--- src/sv/usr_pkg.sv ---
// shared constants, register codes and control types of the sweep ranger
package usr_pkg;

    localparam int CFG_IDX_W  = 3;
    localparam int CFG_DATA_W = 22;

    localparam int STEP_W   = 13;
    localparam int END_W    = 16;
    localparam int SETTLE_W = 20;
    localparam int TRIG_W   = 10;
    localparam int HDUTY_W  = 15;
    localparam int HWAIT_W  = 22;
    localparam int SCALE_W  = 16;
    localparam int WRAP_W   = 16;

    localparam int ANGLE_W = 16;
    localparam int LEVEL_W = 16;
    localparam int DIST_W  = 15;
    localparam int COUNT_W = 16;
    localparam int WAIT_W  = 22;

    localparam logic [CFG_IDX_W-1:0] CFG_ANGLE_STEP = 3'd0;
    localparam logic [CFG_IDX_W-1:0] CFG_SWEEP_END  = 3'd1;
    localparam logic [CFG_IDX_W-1:0] CFG_SETTLE     = 3'd2;
    localparam logic [CFG_IDX_W-1:0] CFG_TRIGGER    = 3'd3;
    localparam logic [CFG_IDX_W-1:0] CFG_HOME_DUTY  = 3'd4;
    localparam logic [CFG_IDX_W-1:0] CFG_HOME_WAIT  = 3'd5;
    localparam logic [CFG_IDX_W-1:0] CFG_DUTY_SCALE = 3'd6;
    localparam logic [CFG_IDX_W-1:0] CFG_PWM_WRAP   = 3'd7;

    localparam int STEP_RST   = 366;
    localparam int END_RST    = 30720;
    localparam int SETTLE_RST = 14000;
    localparam int TRIG_RST   = 10;
    localparam int HDUTY_RST  = 400;
    localparam int HWAIT_RST  = 500000;
    localparam int SCALE_RST  = 3413;
    localparam int WRAP_RST   = 39062;

    localparam int SERVO_PERIOD_US = 20000;

    localparam logic [LEVEL_W-1:0] HOME_LEVEL_RST =
        LEVEL_W'(HDUTY_RST * WRAP_RST / SERVO_PERIOD_US);

    // floor(x / period) for 32-bit x as (x * LVL_MUL) >> LVL_SHIFT
    localparam int LVL_SHIFT = 32 + $clog2(SERVO_PERIOD_US);
    localparam int LVL_MUL_W = 33;
    localparam longint unsigned LVL_MUL_L =
        ((64'd1 << LVL_SHIFT) + 64'(SERVO_PERIOD_US) - 64'd1) / 64'(SERVO_PERIOD_US);
    localparam logic [LVL_MUL_W-1:0] LVL_MUL = LVL_MUL_L[LVL_MUL_W-1:0];

    // count * 8 / 29 as (count * 8 * DIST_MUL) >> DIST_SHIFT
    localparam int DIST_DIV   = 29;
    localparam int DIST_SHIFT = 24;
    localparam int DIST_MUL_W = 20;
    localparam logic [DIST_MUL_W-1:0] DIST_MUL =
        DIST_MUL_W'(((1 << DIST_SHIFT) + DIST_DIV - 1) / DIST_DIV);

    localparam logic [2:0] PH_HOME   = 3'd0;
    localparam logic [2:0] PH_SETTLE = 3'd1;
    localparam logic [2:0] PH_TRIG   = 3'd2;
    localparam logic [2:0] PH_RISE   = 3'd3;
    localparam logic [2:0] PH_COUNT  = 3'd4;

    typedef struct packed {
        logic accept;
        logic eval;
        logic lv_load;
        logic out_load;
    } t_cmd;

    typedef struct packed {
        logic done;
        logic lv_req;
        logic out_free;
    } t_sts;

endpackage

--- src/sv/usr_in_if.sv ---
// input channel: one echo pin sample per item
interface usr_in_if;
    logic valid;
    logic ready;
    logic echo_level;

    modport src (output valid, output echo_level, input ready);
    modport snk (input valid, input echo_level, output ready);
endinterface

--- src/sv/usr_out_if.sv ---
// output channel: trigger, servo level and distance sample per item
interface usr_out_if;
    logic                       valid;
    logic                       ready;
    logic                       trigger_out;
    logic [usr_pkg::LEVEL_W-1:0] pwm_level;
    logic                       sample_valid;
    logic [usr_pkg::ANGLE_W-1:0] angle_q8;
    logic [usr_pkg::DIST_W-1:0]  distance_q4;
    logic                       sweep_last;

    modport src (output valid, output trigger_out, output pwm_level, output sample_valid,
                 output angle_q8, output distance_q4, output sweep_last, input ready);
    modport snk (input valid, input trigger_out, input pwm_level, input sample_valid,
                 input angle_q8, input distance_q4, input sweep_last, output ready);
endinterface

--- src/sv/ultrasonic_sweep_ranger.sv ---
// top level of the servo sweep ultrasonic ranger
//
// i_item carries one echo pin sample per item, one item per microsecond tick.
// o_res returns exactly one result item per input item: trigger drive, servo
// pwm compare level in force, and when an echo has ended a distance sample
// with its angle and an end-of-sweep flag.
// configuration: write i_cfg_data to register i_cfg_idx while i_cfg_we is high;
// write only while no item is in flight.
// timing: an item is taken in the idle state, then one to four phase passes
// follow; an echo end takes a single pass, then the states S_LV1, S_LV2 and
// S_LV3 let the level multiplier chain settle and S_LV3 loads the level; the
// done state then loads the output register once it is free.
// the phase sequencer handles one item at a time; the next item is taken while
// the previous result still waits in the output register.
// a stalled receiver holds the result in the output register; a finished item
// then waits until the register frees up, and input stays blocked meanwhile.
// reset loads all register defaults, puts the servo at the home level and
// starts the home wait; no result is pending after reset.
module ultrasonic_sweep_ranger (
    input  logic                            i_clk,
    input  logic                            i_rst_n,
    input  logic                            i_cfg_we,
    input  logic [usr_pkg::CFG_IDX_W-1:0]   i_cfg_idx,
    input  logic [usr_pkg::CFG_DATA_W-1:0]  i_cfg_data,
    usr_in_if.snk                           i_item,
    usr_out_if.src                          o_res
);
    usr_pkg::t_cmd w_cmd;
    usr_pkg::t_sts w_sts;
    logic          w_in_ready;

    assign i_item.ready = w_in_ready;

    usr_ctrl u_ctrl (
        .i_clk      (i_clk),
        .i_rst_n    (i_rst_n),
        .i_in_valid (i_item.valid),
        .o_in_ready (w_in_ready),
        .i_sts      (w_sts),
        .o_cmd      (w_cmd)
    );

    usr_dp u_dp (
        .i_clk      (i_clk),
        .i_rst_n    (i_rst_n),
        .i_cfg_we   (i_cfg_we),
        .i_cfg_idx  (i_cfg_idx),
        .i_cfg_data (i_cfg_data),
        .i_echo     (i_item.echo_level),
        .i_cmd      (w_cmd),
        .o_sts      (w_sts),
        .o_res      (o_res)
    );

endmodule

--- src/sv/usr_level.sv ---
// three stage servo level unit: angle to duty, duty times wrap, divide by period
module usr_level (
    input  logic                         i_clk,
    input  logic                         i_home_sel,
    input  logic [usr_pkg::ANGLE_W-1:0]  i_angle,
    input  logic [usr_pkg::HDUTY_W-1:0]  i_home_duty,
    input  logic [usr_pkg::SCALE_W-1:0]  i_scale,
    input  logic [usr_pkg::WRAP_W-1:0]   i_wrap,
    output logic [usr_pkg::LEVEL_W-1:0]  o_level
);
    localparam int PROD_W = 32;
    localparam int QP_W   = PROD_W + usr_pkg::LVL_MUL_W;
    localparam int Q_W    = QP_W - usr_pkg::LVL_SHIFT;

    logic [PROD_W-1:0]           w_ang_prod;
    logic [15:0]                 n_duty;
    logic [15:0]                 r_duty;
    logic [PROD_W-1:0]           r_prod;
    logic [QP_W-1:0]             w_q_prod;
    logic [Q_W-1:0]              w_q;

    assign w_ang_prod = PROD_W'(i_angle) * PROD_W'(i_scale);
    assign n_duty     = i_home_sel ? 16'(i_home_duty) : w_ang_prod[PROD_W-1:16];

    always_ff @(posedge i_clk) begin
        r_duty <= n_duty;
        r_prod <= PROD_W'(r_duty) * PROD_W'(i_wrap);
    end

    assign w_q_prod = QP_W'(r_prod) * QP_W'(usr_pkg::LVL_MUL);
    assign w_q      = w_q_prod[QP_W-1:usr_pkg::LVL_SHIFT];
    assign o_level  = (|w_q[Q_W-1:usr_pkg::LEVEL_W]) ? '1 : w_q[usr_pkg::LEVEL_W-1:0];

endmodule

--- src/sv/usr_dp.sv ---
// datapath: config registers, sweep state, phase step, level unit, output register
module usr_dp (
    input  logic                            i_clk,
    input  logic                            i_rst_n,
    input  logic                            i_cfg_we,
    input  logic [usr_pkg::CFG_IDX_W-1:0]   i_cfg_idx,
    input  logic [usr_pkg::CFG_DATA_W-1:0]  i_cfg_data,
    input  logic                            i_echo,
    input  usr_pkg::t_cmd                   i_cmd,
    output usr_pkg::t_sts                   o_sts,
    usr_out_if.src                          o_res
);
    localparam int DP_W = 19 + usr_pkg::DIST_MUL_W;

    logic [usr_pkg::STEP_W-1:0]   r_cfg_step;
    logic [usr_pkg::END_W-1:0]    r_cfg_end;
    logic [usr_pkg::SETTLE_W-1:0] r_cfg_settle;
    logic [usr_pkg::TRIG_W-1:0]   r_cfg_trig;
    logic [usr_pkg::HDUTY_W-1:0]  r_cfg_hduty;
    logic [usr_pkg::HWAIT_W-1:0]  r_cfg_hwait;
    logic [usr_pkg::SCALE_W-1:0]  r_cfg_scale;
    logic [usr_pkg::WRAP_W-1:0]   r_cfg_wrap;

    logic [2:0]                   r_phase, n_phase;
    logic [usr_pkg::WAIT_W-1:0]   r_wait, n_wait;
    logic [usr_pkg::COUNT_W-1:0]  r_echo_cnt, n_echo_cnt;
    logic [usr_pkg::ANGLE_W-1:0]  r_angle, n_angle;
    logic [usr_pkg::LEVEL_W-1:0]  r_level, n_level;
    logic                         r_lv_home, n_lv_home;
    logic                         r_echo;

    logic                         r_trig, n_trig;
    logic                         r_sv, n_sv;
    logic [usr_pkg::ANGLE_W-1:0]  r_sa, n_sa;
    logic [usr_pkg::DIST_W-1:0]   r_sd, n_sd;
    logic                         r_sl, n_sl;

    logic                         r_out_valid;
    logic                         r_o_trig;
    logic [usr_pkg::LEVEL_W-1:0]  r_o_level;
    logic                         r_o_sv;
    logic [usr_pkg::ANGLE_W-1:0]  r_o_angle;
    logic [usr_pkg::DIST_W-1:0]   r_o_dist;
    logic                         r_o_last;

    logic                         w_done;
    logic                         w_lv_req;
    logic [usr_pkg::ANGLE_W:0]    w_next;
    logic [DP_W-1:0]              w_dist_prod;
    logic [usr_pkg::LEVEL_W-1:0]  w_lv_level;

    always_ff @(posedge i_clk) begin
        if (!i_rst_n) begin
            r_cfg_step   <= usr_pkg::STEP_W'(usr_pkg::STEP_RST);
            r_cfg_end    <= usr_pkg::END_W'(usr_pkg::END_RST);
            r_cfg_settle <= usr_pkg::SETTLE_W'(usr_pkg::SETTLE_RST);
            r_cfg_trig   <= usr_pkg::TRIG_W'(usr_pkg::TRIG_RST);
            r_cfg_hduty  <= usr_pkg::HDUTY_W'(usr_pkg::HDUTY_RST);
            r_cfg_hwait  <= usr_pkg::HWAIT_W'(usr_pkg::HWAIT_RST);
            r_cfg_scale  <= usr_pkg::SCALE_W'(usr_pkg::SCALE_RST);
            r_cfg_wrap   <= usr_pkg::WRAP_W'(usr_pkg::WRAP_RST);
        end else if (i_cfg_we) begin
            case (i_cfg_idx)
                usr_pkg::CFG_ANGLE_STEP: r_cfg_step   <= i_cfg_data[usr_pkg::STEP_W-1:0];
                usr_pkg::CFG_SWEEP_END:  r_cfg_end    <= i_cfg_data[usr_pkg::END_W-1:0];
                usr_pkg::CFG_SETTLE:     r_cfg_settle <= i_cfg_data[usr_pkg::SETTLE_W-1:0];
                usr_pkg::CFG_TRIGGER:    r_cfg_trig   <= i_cfg_data[usr_pkg::TRIG_W-1:0];
                usr_pkg::CFG_HOME_DUTY:  r_cfg_hduty  <= i_cfg_data[usr_pkg::HDUTY_W-1:0];
                usr_pkg::CFG_HOME_WAIT:  r_cfg_hwait  <= i_cfg_data[usr_pkg::HWAIT_W-1:0];
                usr_pkg::CFG_DUTY_SCALE: r_cfg_scale  <= i_cfg_data[usr_pkg::SCALE_W-1:0];
                usr_pkg::CFG_PWM_WRAP:   r_cfg_wrap   <= i_cfg_data[usr_pkg::WRAP_W-1:0];
                default: begin
                end
            endcase
        end
    end

    assign w_next      = (usr_pkg::ANGLE_W+1)'(r_angle) + (usr_pkg::ANGLE_W+1)'(r_cfg_step);
    assign w_dist_prod = DP_W'({r_echo_cnt, 3'b000}) * DP_W'(usr_pkg::DIST_MUL);

    // one pass of the phase sequence
    always_comb begin
        n_phase    = r_phase;
        n_wait     = r_wait;
        n_echo_cnt = r_echo_cnt;
        n_angle    = r_angle;
        n_level    = r_level;
        n_lv_home  = r_lv_home;
        n_trig     = r_trig;
        n_sv       = r_sv;
        n_sa       = r_sa;
        n_sd       = r_sd;
        n_sl       = r_sl;
        w_done     = 1'b1;
        w_lv_req   = 1'b0;
        case (r_phase)
            usr_pkg::PH_SETTLE: begin
                if (r_wait < usr_pkg::WAIT_W'(r_cfg_settle)) begin
                    n_wait = r_wait + 1'b1;
                end else begin
                    n_phase = usr_pkg::PH_TRIG;
                    n_wait  = '0;
                    w_done  = 1'b0;
                end
            end
            usr_pkg::PH_TRIG: begin
                if (r_wait < usr_pkg::WAIT_W'(r_cfg_trig)) begin
                    n_wait = r_wait + 1'b1;
                    n_trig = 1'b1;
                end else begin
                    n_phase = usr_pkg::PH_RISE;
                    n_wait  = '0;
                    w_done  = 1'b0;
                end
            end
            usr_pkg::PH_RISE: begin
                if (r_echo) begin
                    n_echo_cnt = usr_pkg::COUNT_W'(1);
                    n_phase    = usr_pkg::PH_COUNT;
                end
            end
            usr_pkg::PH_COUNT: begin
                if (r_echo) begin
                    if (r_echo_cnt != '1) begin
                        n_echo_cnt = r_echo_cnt + 1'b1;
                    end
                end else begin
                    n_sv       = 1'b1;
                    n_sa       = r_angle;
                    n_sd       = w_dist_prod[DP_W-1:usr_pkg::DIST_SHIFT];
                    n_echo_cnt = '0;
                    n_wait     = '0;
                    w_lv_req   = 1'b1;
                    if (w_next >= (usr_pkg::ANGLE_W+1)'(r_cfg_end)) begin
                        n_sl      = 1'b1;
                        n_angle   = '0;
                        n_lv_home = 1'b1;
                        n_phase   = usr_pkg::PH_HOME;
                    end else begin
                        n_angle   = w_next[usr_pkg::ANGLE_W-1:0];
                        n_lv_home = 1'b0;
                        n_phase   = usr_pkg::PH_SETTLE;
                    end
                end
            end
            default: begin
                if (r_wait < usr_pkg::WAIT_W'(r_cfg_hwait)) begin
                    n_wait = r_wait + 1'b1;
                end else if (r_cfg_end == '0) begin
                    n_phase = usr_pkg::PH_HOME;
                    n_wait  = '0;
                end else begin
                    n_phase    = usr_pkg::PH_SETTLE;
                    n_wait     = '0;
                    n_angle    = '0;
                    n_echo_cnt = '0;
                    n_level    = '0;
                    w_done     = 1'b0;
                end
            end
        endcase
    end

    usr_level u_level (
        .i_clk       (i_clk),
        .i_home_sel  (r_lv_home),
        .i_angle     (r_angle),
        .i_home_duty (r_cfg_hduty),
        .i_scale     (r_cfg_scale),
        .i_wrap      (r_cfg_wrap),
        .o_level     (w_lv_level)
    );

    always_ff @(posedge i_clk) begin
        if (!i_rst_n) begin
            r_phase    <= usr_pkg::PH_HOME;
            r_wait     <= '0;
            r_echo_cnt <= '0;
            r_angle    <= '0;
            r_level    <= usr_pkg::HOME_LEVEL_RST;
            r_lv_home  <= 1'b0;
        end else if (i_cmd.eval) begin
            r_phase    <= n_phase;
            r_wait     <= n_wait;
            r_echo_cnt <= n_echo_cnt;
            r_angle    <= n_angle;
            r_level    <= n_level;
            r_lv_home  <= n_lv_home;
        end else if (i_cmd.lv_load) begin
            r_level    <= w_lv_level;
        end
    end

    // per item result, cleared when the item is taken; the echo sample is captured then
    always_ff @(posedge i_clk) begin
        if (i_cmd.accept) begin
            r_echo <= i_echo;
            r_trig <= 1'b0;
            r_sv   <= 1'b0;
            r_sa   <= '0;
            r_sd   <= '0;
            r_sl   <= 1'b0;
        end else if (i_cmd.eval) begin
            r_trig <= n_trig;
            r_sv   <= n_sv;
            r_sa   <= n_sa;
            r_sd   <= n_sd;
            r_sl   <= n_sl;
        end
    end

    always_ff @(posedge i_clk) begin
        if (!i_rst_n) begin
            r_out_valid <= 1'b0;
        end else if (i_cmd.out_load) begin
            r_out_valid <= 1'b1;
        end else if (o_res.ready) begin
            r_out_valid <= 1'b0;
        end
    end

    always_ff @(posedge i_clk) begin
        if (i_cmd.out_load) begin
            r_o_trig  <= r_trig;
            r_o_level <= r_level;
            r_o_sv    <= r_sv;
            r_o_angle <= r_sa;
            r_o_dist  <= r_sd;
            r_o_last  <= r_sl;
        end
    end

    assign o_res.valid        = r_out_valid;
    assign o_res.trigger_out  = r_o_trig;
    assign o_res.pwm_level    = r_o_level;
    assign o_res.sample_valid = r_o_sv;
    assign o_res.angle_q8     = r_o_angle;
    assign o_res.distance_q4  = r_o_dist;
    assign o_res.sweep_last   = r_o_last;

    assign o_sts.done     = w_done;
    assign o_sts.lv_req   = w_lv_req;
    assign o_sts.out_free = !r_out_valid || o_res.ready;

    a_no_overwrite: assert property (@(posedge i_clk) disable iff (!i_rst_n)
        i_cmd.out_load |-> (!r_out_valid || o_res.ready))
        else $error("output register loaded while a result waits");

    a_last_is_sample: assert property (@(posedge i_clk) disable iff (!i_rst_n)
        (r_out_valid && r_o_last) |-> r_o_sv)
        else $error("sweep end flagged without a sample");

    a_echo_saturates: assert property (@(posedge i_clk) disable iff (!i_rst_n)
        (i_cmd.eval && r_phase == usr_pkg::PH_COUNT && r_echo && r_echo_cnt == '1)
        |=> (r_echo_cnt == '1))
        else $error("echo count wrapped");

endmodule

--- src/sv/usr_ctrl.sv ---
// controller: sequences accept, phase passes, level update and result hand-off
module usr_ctrl (
    input  logic          i_clk,
    input  logic          i_rst_n,
    input  logic          i_in_valid,
    output logic          o_in_ready,
    input  usr_pkg::t_sts i_sts,
    output usr_pkg::t_cmd o_cmd
);
    typedef enum logic [5:0] {
        S_IDLE = 6'b000001,
        S_EVAL = 6'b000010,
        S_LV1  = 6'b000100,
        S_LV2  = 6'b001000,
        S_LV3  = 6'b010000,
        S_DONE = 6'b100000
    } t_state;

    t_state r_state, n_state;

    always_ff @(posedge i_clk) begin
        if (!i_rst_n) begin
            r_state <= S_IDLE;
        end else begin
            r_state <= n_state;
        end
    end

    always_comb begin
        n_state    = r_state;
        o_cmd      = '0;
        o_in_ready = (r_state == S_IDLE);
        case (r_state)
            S_IDLE: begin
                if (i_in_valid) begin
                    o_cmd.accept = 1'b1;
                    n_state      = S_EVAL;
                end
            end
            S_EVAL: begin
                o_cmd.eval = 1'b1;
                if (i_sts.done) begin
                    n_state = i_sts.lv_req ? S_LV1 : S_DONE;
                end
            end
            S_LV1: begin
                n_state = S_LV2;
            end
            S_LV2: begin
                n_state = S_LV3;
            end
            S_LV3: begin
                o_cmd.lv_load = 1'b1;
                n_state       = S_DONE;
            end
            S_DONE: begin
                if (i_sts.out_free) begin
                    o_cmd.out_load = 1'b1;
                    n_state        = S_IDLE;
                end
            end
            default: begin
                n_state = S_IDLE;
            end
        endcase
    end

    a_eval_bounded: assert property (@(posedge i_clk) disable iff (!i_rst_n)
        (r_state == S_EVAL && $past(r_state == S_EVAL) && $past(r_state == S_EVAL, 2)
         && $past(r_state == S_EVAL, 3)) |-> i_sts.done)
        else $error("phase sequence ran past four passes");

    a_level_requested: assert property (@(posedge i_clk) disable iff (!i_rst_n)
        (r_state == S_LV1) |-> $past(i_sts.lv_req && i_sts.done))
        else $error("level update without a servo move");

endmodule
--- src/flat_wrapper.sv ---
// flat-port wrapper written by rule: the top's interface ports become plain ports
module ultrasonic_sweep_ranger_flat 
  (i_clk, i_rst_n, i_cfg_we, i_cfg_idx, i_cfg_data, i_item_valid, i_item_echo_level, i_item_ready, o_res_valid, o_res_trigger_out, o_res_pwm_level, o_res_sample_valid, o_res_angle_q8, o_res_distance_q4, o_res_sweep_last, o_res_ready);
  usr_in_if i_item_i ();
  usr_out_if o_res_i ();
  input  logic i_clk;
  input  logic i_rst_n;
  input  logic i_cfg_we;
  input  logic [usr_pkg::CFG_IDX_W-1:0] i_cfg_idx;
  input  logic [usr_pkg::CFG_DATA_W-1:0] i_cfg_data;
  input wire logic [$bits(i_item_i.valid)-1:0] i_item_valid;
  input wire logic [$bits(i_item_i.echo_level)-1:0] i_item_echo_level;
  output wire logic [$bits(i_item_i.ready)-1:0] i_item_ready;
  output wire logic [$bits(o_res_i.valid)-1:0] o_res_valid;
  output wire logic [$bits(o_res_i.trigger_out)-1:0] o_res_trigger_out;
  output wire logic [$bits(o_res_i.pwm_level)-1:0] o_res_pwm_level;
  output wire logic [$bits(o_res_i.sample_valid)-1:0] o_res_sample_valid;
  output wire logic [$bits(o_res_i.angle_q8)-1:0] o_res_angle_q8;
  output wire logic [$bits(o_res_i.distance_q4)-1:0] o_res_distance_q4;
  output wire logic [$bits(o_res_i.sweep_last)-1:0] o_res_sweep_last;
  input wire logic [$bits(o_res_i.ready)-1:0] o_res_ready;
  assign i_item_i.valid = i_item_valid;
  assign i_item_i.echo_level = i_item_echo_level;
  assign i_item_ready = i_item_i.ready;
  assign o_res_valid = o_res_i.valid;
  assign o_res_trigger_out = o_res_i.trigger_out;
  assign o_res_pwm_level = o_res_i.pwm_level;
  assign o_res_sample_valid = o_res_i.sample_valid;
  assign o_res_angle_q8 = o_res_i.angle_q8;
  assign o_res_distance_q4 = o_res_i.distance_q4;
  assign o_res_sweep_last = o_res_i.sweep_last;
  assign o_res_i.ready = o_res_ready;
  ultrasonic_sweep_ranger u_core (.i_clk(i_clk), .i_rst_n(i_rst_n), .i_cfg_we(i_cfg_we), .i_cfg_idx(i_cfg_idx), .i_cfg_data(i_cfg_data), .i_item(i_item_i), .o_res(o_res_i));
endmodule
--- config.mk ---
export PLATFORM = sky130hd
export DESIGN_NAME = ultrasonic_sweep_ranger_flat
export DESIGN_NICKNAME = d
export VERILOG_FILES = /design/src/sv/usr_pkg.sv /design/src/sv/usr_in_if.sv /design/src/sv/usr_out_if.sv /design/src/sv/ultrasonic_sweep_ranger.sv /design/src/sv/usr_level.sv /design/src/sv/usr_dp.sv /design/src/sv/usr_ctrl.sv /design/src/flat_wrapper.sv
export SDC_FILE = /design/constraint.sdc
export NUM_CORES = 2
export LEC_CHECK = 0
export BUFFER_PORTS_ARGS = -buffer_cell sky130_fd_sc_hd__buf_2
export CAP_MARGIN = 20
export CELL_PAD_IN_SITES_DETAIL_PLACEMENT = 1
export CELL_PAD_IN_SITES_GLOBAL_PLACEMENT = 2
export CORE_MARGIN = 4
export CORE_UTILIZATION = 43
export CTS_CLUSTER_SIZE = 12
export DETAILED_ROUTE_END_ITERATION = 16
export PLACE_DENSITY_LB_ADDON = 0.1
export SLEW_MARGIN = 30
export SYNTH_ARGS = -nofsm -noshare
export SYNTH_HDL_FRONTEND = slang
export SYNTH_HIERARCHICAL = 1
export SYNTH_SLANG_ARGS = --single-unit
--- constraint.sdc ---
create_clock -name i_clk -period 9.86 [get_ports i_clk]
set_clock_uncertainty 0.1 [all_clocks]
set_input_delay 1.972 -clock i_clk [delete_from_list [all_inputs] [get_ports i_clk]]
set_output_delay 1.972 -clock i_clk [all_outputs]
set_load 0.005 [all_outputs]
==> impl_metrics.env <==
export IMPL_io_pins=83
export IMPL_grt_pass1_vias=42300
export IMPL_cts_buffers=46
export IMPL_synth_distinct_cells=83
export IMPL_synth_simple_area_share_pct=12.1
export IMPL_port_buffer_count=82
export IMPL_cp_slowest_stage_delay_ps=820
export IMPL_setup_tns_final_ps=0
export IMPL_die_area_sq_mm=0.129
export IMPL_power_per_cell_area_mw_per_mm2=60.0
export IMPL_final_instance_count_excl_fill=7282
export IMPL_clock_sink_count=342
export IMPL_cts_htree_levels=2
export IMPL_holdBufCountCts=0
export IMPL_largest_family_of_logic_cells_by_synthesized_area="adder cells"
export IMPL_vias=37800
export IMPL_postSynthCellCount=5599
export IMPL_dp_cells=7194
export IMPL_report_power_total_mw=3.40
export IMPL_cp_data_arrival_time_ps=8870
export IMPL_timing_hold_ws_ps=315
export IMPL_tritoncts="done"
export IMPL_asyncSetResetFlopFracSynth_pct=0
export IMPL_layout_filler_cells=14000
export IMPL_detail_route_antenna_nets=0
export IMPL_crit_path_start_kind="flip-flop"
export IMPL_critical_path_class="flip-flop to flip-flop"
export IMPL_fin_crit_ps=8450
export IMPL_relSlewSlack_pct=35.0
export IMPL_cp_capture_type="flip-flop"
export IMPL_syn_cell_area_sq_mm=0.0528
export IMPL_yosys_warnings=6
export IMPL_drt_drc_violations_left=0
export IMPL_proportion_of_layout_cells_with_a_drive_suffix_above_1_pct=4.42
export IMPL_layout_cells_most_common="inv_1"
export IMPL_mostFrequentLayoutCells="inv_1 (1259), fa_1 (931), ha_1 (803), nand2_1 (738), dfxtp_1 (291)"
export IMPL_number_of_enable_flip_flop_cells_after_synthesis=51
export IMPL_worst_path_max_delay_cell="dfxtp_1"
export IMPL_post_synthesis_xor_xnor_area_fraction_pct=1.99
export IMPL_grt_first_pass_wirelength_um=251000
export IMPL_min_path_cells=0
export IMPL_min_period_over_period_pct=85.7
export IMPL_synth_compound_area_share_pct=7.53
export IMPL_clkSlewWorstSetupHoldPaths_ps=60
export IMPL_start_util_pct=43.3
export IMPL_finalMaxSlewViolations=0
export IMPL_cap_viol_max_count=0
export IMPL_synth_mux_area_share_pct=0.0971
export IMPL_area_of_the_placeable_core_sq_mm=0.122
export IMPL_detail_route_iter0_violations=1622
export IMPL_worst_path_buf_inv=2
export IMPL_multi_input_area_sq_mm=0.0402
export IMPL_top_delay_family_on_crit_path="adder cells"
export IMPL_r2r_cells=22
export IMPL_die_height_um=359
export IMPL_detail_route_vias_per_cell=5.19
export IMPL_routedWlPerCell_um=21.7
export IMPL_required_ps=10280
export IMPL_totalWireLength_um=158000
export IMPL_clk_root_buffer_cell="clkbuf_16"
export IMPL_post_synth_fa_ha_maj_area_fraction_pct=54.3
export IMPL_syn_nets=7364
export IMPL_fin_area_sq_mm=0.0566
export IMPL_unrepaired_setup_endpoints_after_global_routing="no"
export IMPL_post_cts_resize_count=0
export IMPL_design_final_nets=7383
export IMPL_ctsLongestPathBuffers=3
export IMPL_grt_use_total_pct=25.4
export IMPL_worstSkewPairLatency_ps=640
export IMPL_ys_ff_latch=342
export IMPL_finalHoldViolCount=0
export IMPL_max_clock_freq_mhz=118
export IMPL_crit_path_cell_trace="ha_1 -> xor2_1 -> ha_1 -> fa_1 -> inv_1 -> fa_1 -> inv_1 -> fa_1 -> fa_1 -> fa_1 -> fa_1 -> ha_1 -> a21oi_1 -> o21ai_0 -> nand3_1 -> a31o_2 -> a22o_1 -> o41ai_2 -> a211oi_1 -> a31oi_1 -> o2111ai_1 -> a221o_1"
export IMPL_cp_most_frequent_cell="fa_1"
export IMPL_final_setup_viol_count=0
export IMPL_die_extent_in_x_um=359
export IMPL_placementRows=128
export IMPL_grt_antenna_before_repair=10
export IMPL_total_leakage_power_nw=29.3
export IMPL_hold_path_class="flip-flop to flip-flop"
export IMPL_postSynth_topFlopCell="dfxtp_1"
export IMPL_pin_count_of_the_biggest_net_entering_global_routing=71
export IMPL_area_growth_syn_to_layout_pct=7.14
export IMPL_avgSynthCellArea_sq_um=9.44
export IMPL_cp_max_fo=10
export IMPL_cts_setup_buffers=0
export IMPL_worst_case_vdd_ir_drop_mv=0.111
export IMPL_seq_area_frac_synth_pct=13.9
export IMPL_timing_worst_slew_pin_value_ps=973
export IMPL_place_detailed_hpwl_um=130000
export IMPL_routabilityCongestion=0.906
export IMPL_post_dp_cell_area_sq_mm=0.0550
export IMPL_grt_ovfl_total=0
export IMPL_detailedRoute_firstPassIterationCount=6
export IMPL_result_of_the_run="complete, no violations"
export IMPL_timing_critical_path_depth=22
export IMPL_seqCellArea_sq_mm=0.00736
-- kinds of logic (layout without fill, tap and decap cells) --
family,count (synthesis),in the layout
flops,342,342
buf+inv,1411,1468
fa+ha+maj,1734,1734
other cells,0,1
simple gates,1372,1372
compound gates,615,615
xor+xnor,120,120
mux,5,5
-- where the power goes --
part,internal [mW],switching [mW]
Clock,1.03,0.745
Combinational,0.0420,0.111
Sequential,1.43,0.0322
Total,2.51,0.889
-- area by class of cell --
type                       count  area share [%]
timing repair buffer         122            1.26
clock buffer                  59            2.26
antenna                        1         0.00442
inverter                    1260            8.36
sequential                   342            13.0
tap                         1625            3.59
multi-input combinational   3846            71.0
clock inverter                27           0.531
-- metal layers --
layer / vias to the layer above / wire, um / GRT usage, %
met3: 126 / 4320 / 2.27
met5: - / 41 / 0
li1: 17600 / - / -
met2: 422 / 77700 / 44.0
met4: 6 / 3100 / 4.94
met1: 19700 / 72700 / 34.9
-- Yosys cell counts (7+ instances only) --
master	count	area (sq um)
o22ai_1	9	56.3
or2_2	11	68.8
a2111oi_0	8	70.1
a21oi_1	248	1240
inv_1	1260	4730
dfxtp_1	291	5830
nand3_1	71	355
edfxtp_1	51	1530
ha_1	803	10000
xnor2_1	71	622
a32o_1	16	160
o21a_1	9	67.6
a21o_1	53	398
o31ai_1	14	105
buf_1	12	45.0
a211oi_1	19	143
nor2_2	11	68.8
nor4_1	14	87.6
a31oi_1	13	81.3
a22o_1	13	114
nor2b_1	21	131
clkbuf_1	122	458
o211ai_1	38	285
xor2_1	49	429
and4_1	14	123
nor3_1	31	155
or3_1	12	75.1
clkbuf_2	10	50.1
or4_1	7	52.6
nor2_1	126	473
and3_1	25	156
nand2b_1	34	213
o21ai_0	91	455
nand4_1	36	225
and2_1	206	1290
o21bai_1	12	90.1
nand2_1	738	2770
fa_1	931	18600
-- state kept, by name, indices dropped and copies added, names as in the netlist, 3 cells and up --
name and flops:
u_core/u_dp/r_phase 3, u_core/u_dp/r_cfg_scale 16, u_core/u_dp/o_res.pwm_level 16, u_core/u_dp/o_res.distance_q4 15, u_core/u_dp/r_cfg_hduty 15, u_core/u_dp/r_sa 16
u_core/u_dp/o_res.angle_q8 16, u_core/u_dp/u_level/r_prod 32, u_core/u_dp/r_cfg_wrap 16, u_core/u_dp/r_angle 16, u_core/u_dp/r_cfg_step 13, u_core/u_dp/r_level 16
u_core/u_dp/r_cfg_settle 20, u_core/u_dp/r_sd 15, u_core/u_ctrl/r_state 6, u_core/u_dp/r_echo_cnt 16, u_core/u_dp/r_cfg_trig 10, u_core/u_dp/r_cfg_hwait 22
u_core/u_dp/r_cfg_end 16, u_core/u_dp/r_wait 22, u_core/u_dp/u_level/r_duty 16
-- path summary, 6_finish.rpt --
kind,slack (ps),end,startpoint
worst max-delay path,1410,u_core/u_dp/r_level[9],u_core/u_dp/u_level/r_prod[9]
worst max register to register,1410,u_core/u_dp/r_level[9],u_core/u_dp/u_level/r_prod[9]
worst min register to register,310,u_core/u_dp/o_res.angle_q8[11],u_core/u_dp/r_sa[11]
worst min-delay path,310,u_core/u_dp/o_res.angle_q8[11],u_core/u_dp/r_sa[11]
-- metrics by stage --
step	util [%]	setup slack (ps)
2_1_floorplan	-	2770
3_5_place_dp	45.1	1550
4_1_cts	46.4	1510
3_3_place_gp	45.1	1610
5_1_grt	46.4	1050
6_report	46.4	1410
-- worst reg2reg max path: stages, from the launching register on --
cell	delay, ps
dfxtp_1	820
ha_1	410
xor2_1	520
ha_1	370
fa_1	530
inv_1	60
fa_1	560
inv_1	60
fa_1	380
fa_1	440
fa_1	420
fa_1	460
ha_1	450
a21oi_1	110
o21ai_0	440
nand3_1	230
a31o_2	270
a22o_1	260
o41ai_2	610
a211oi_1	170
a31oi_1	170
o2111ai_1	140
a221o_1	340
Note: power is estimated with default switching activity, not from simulation.
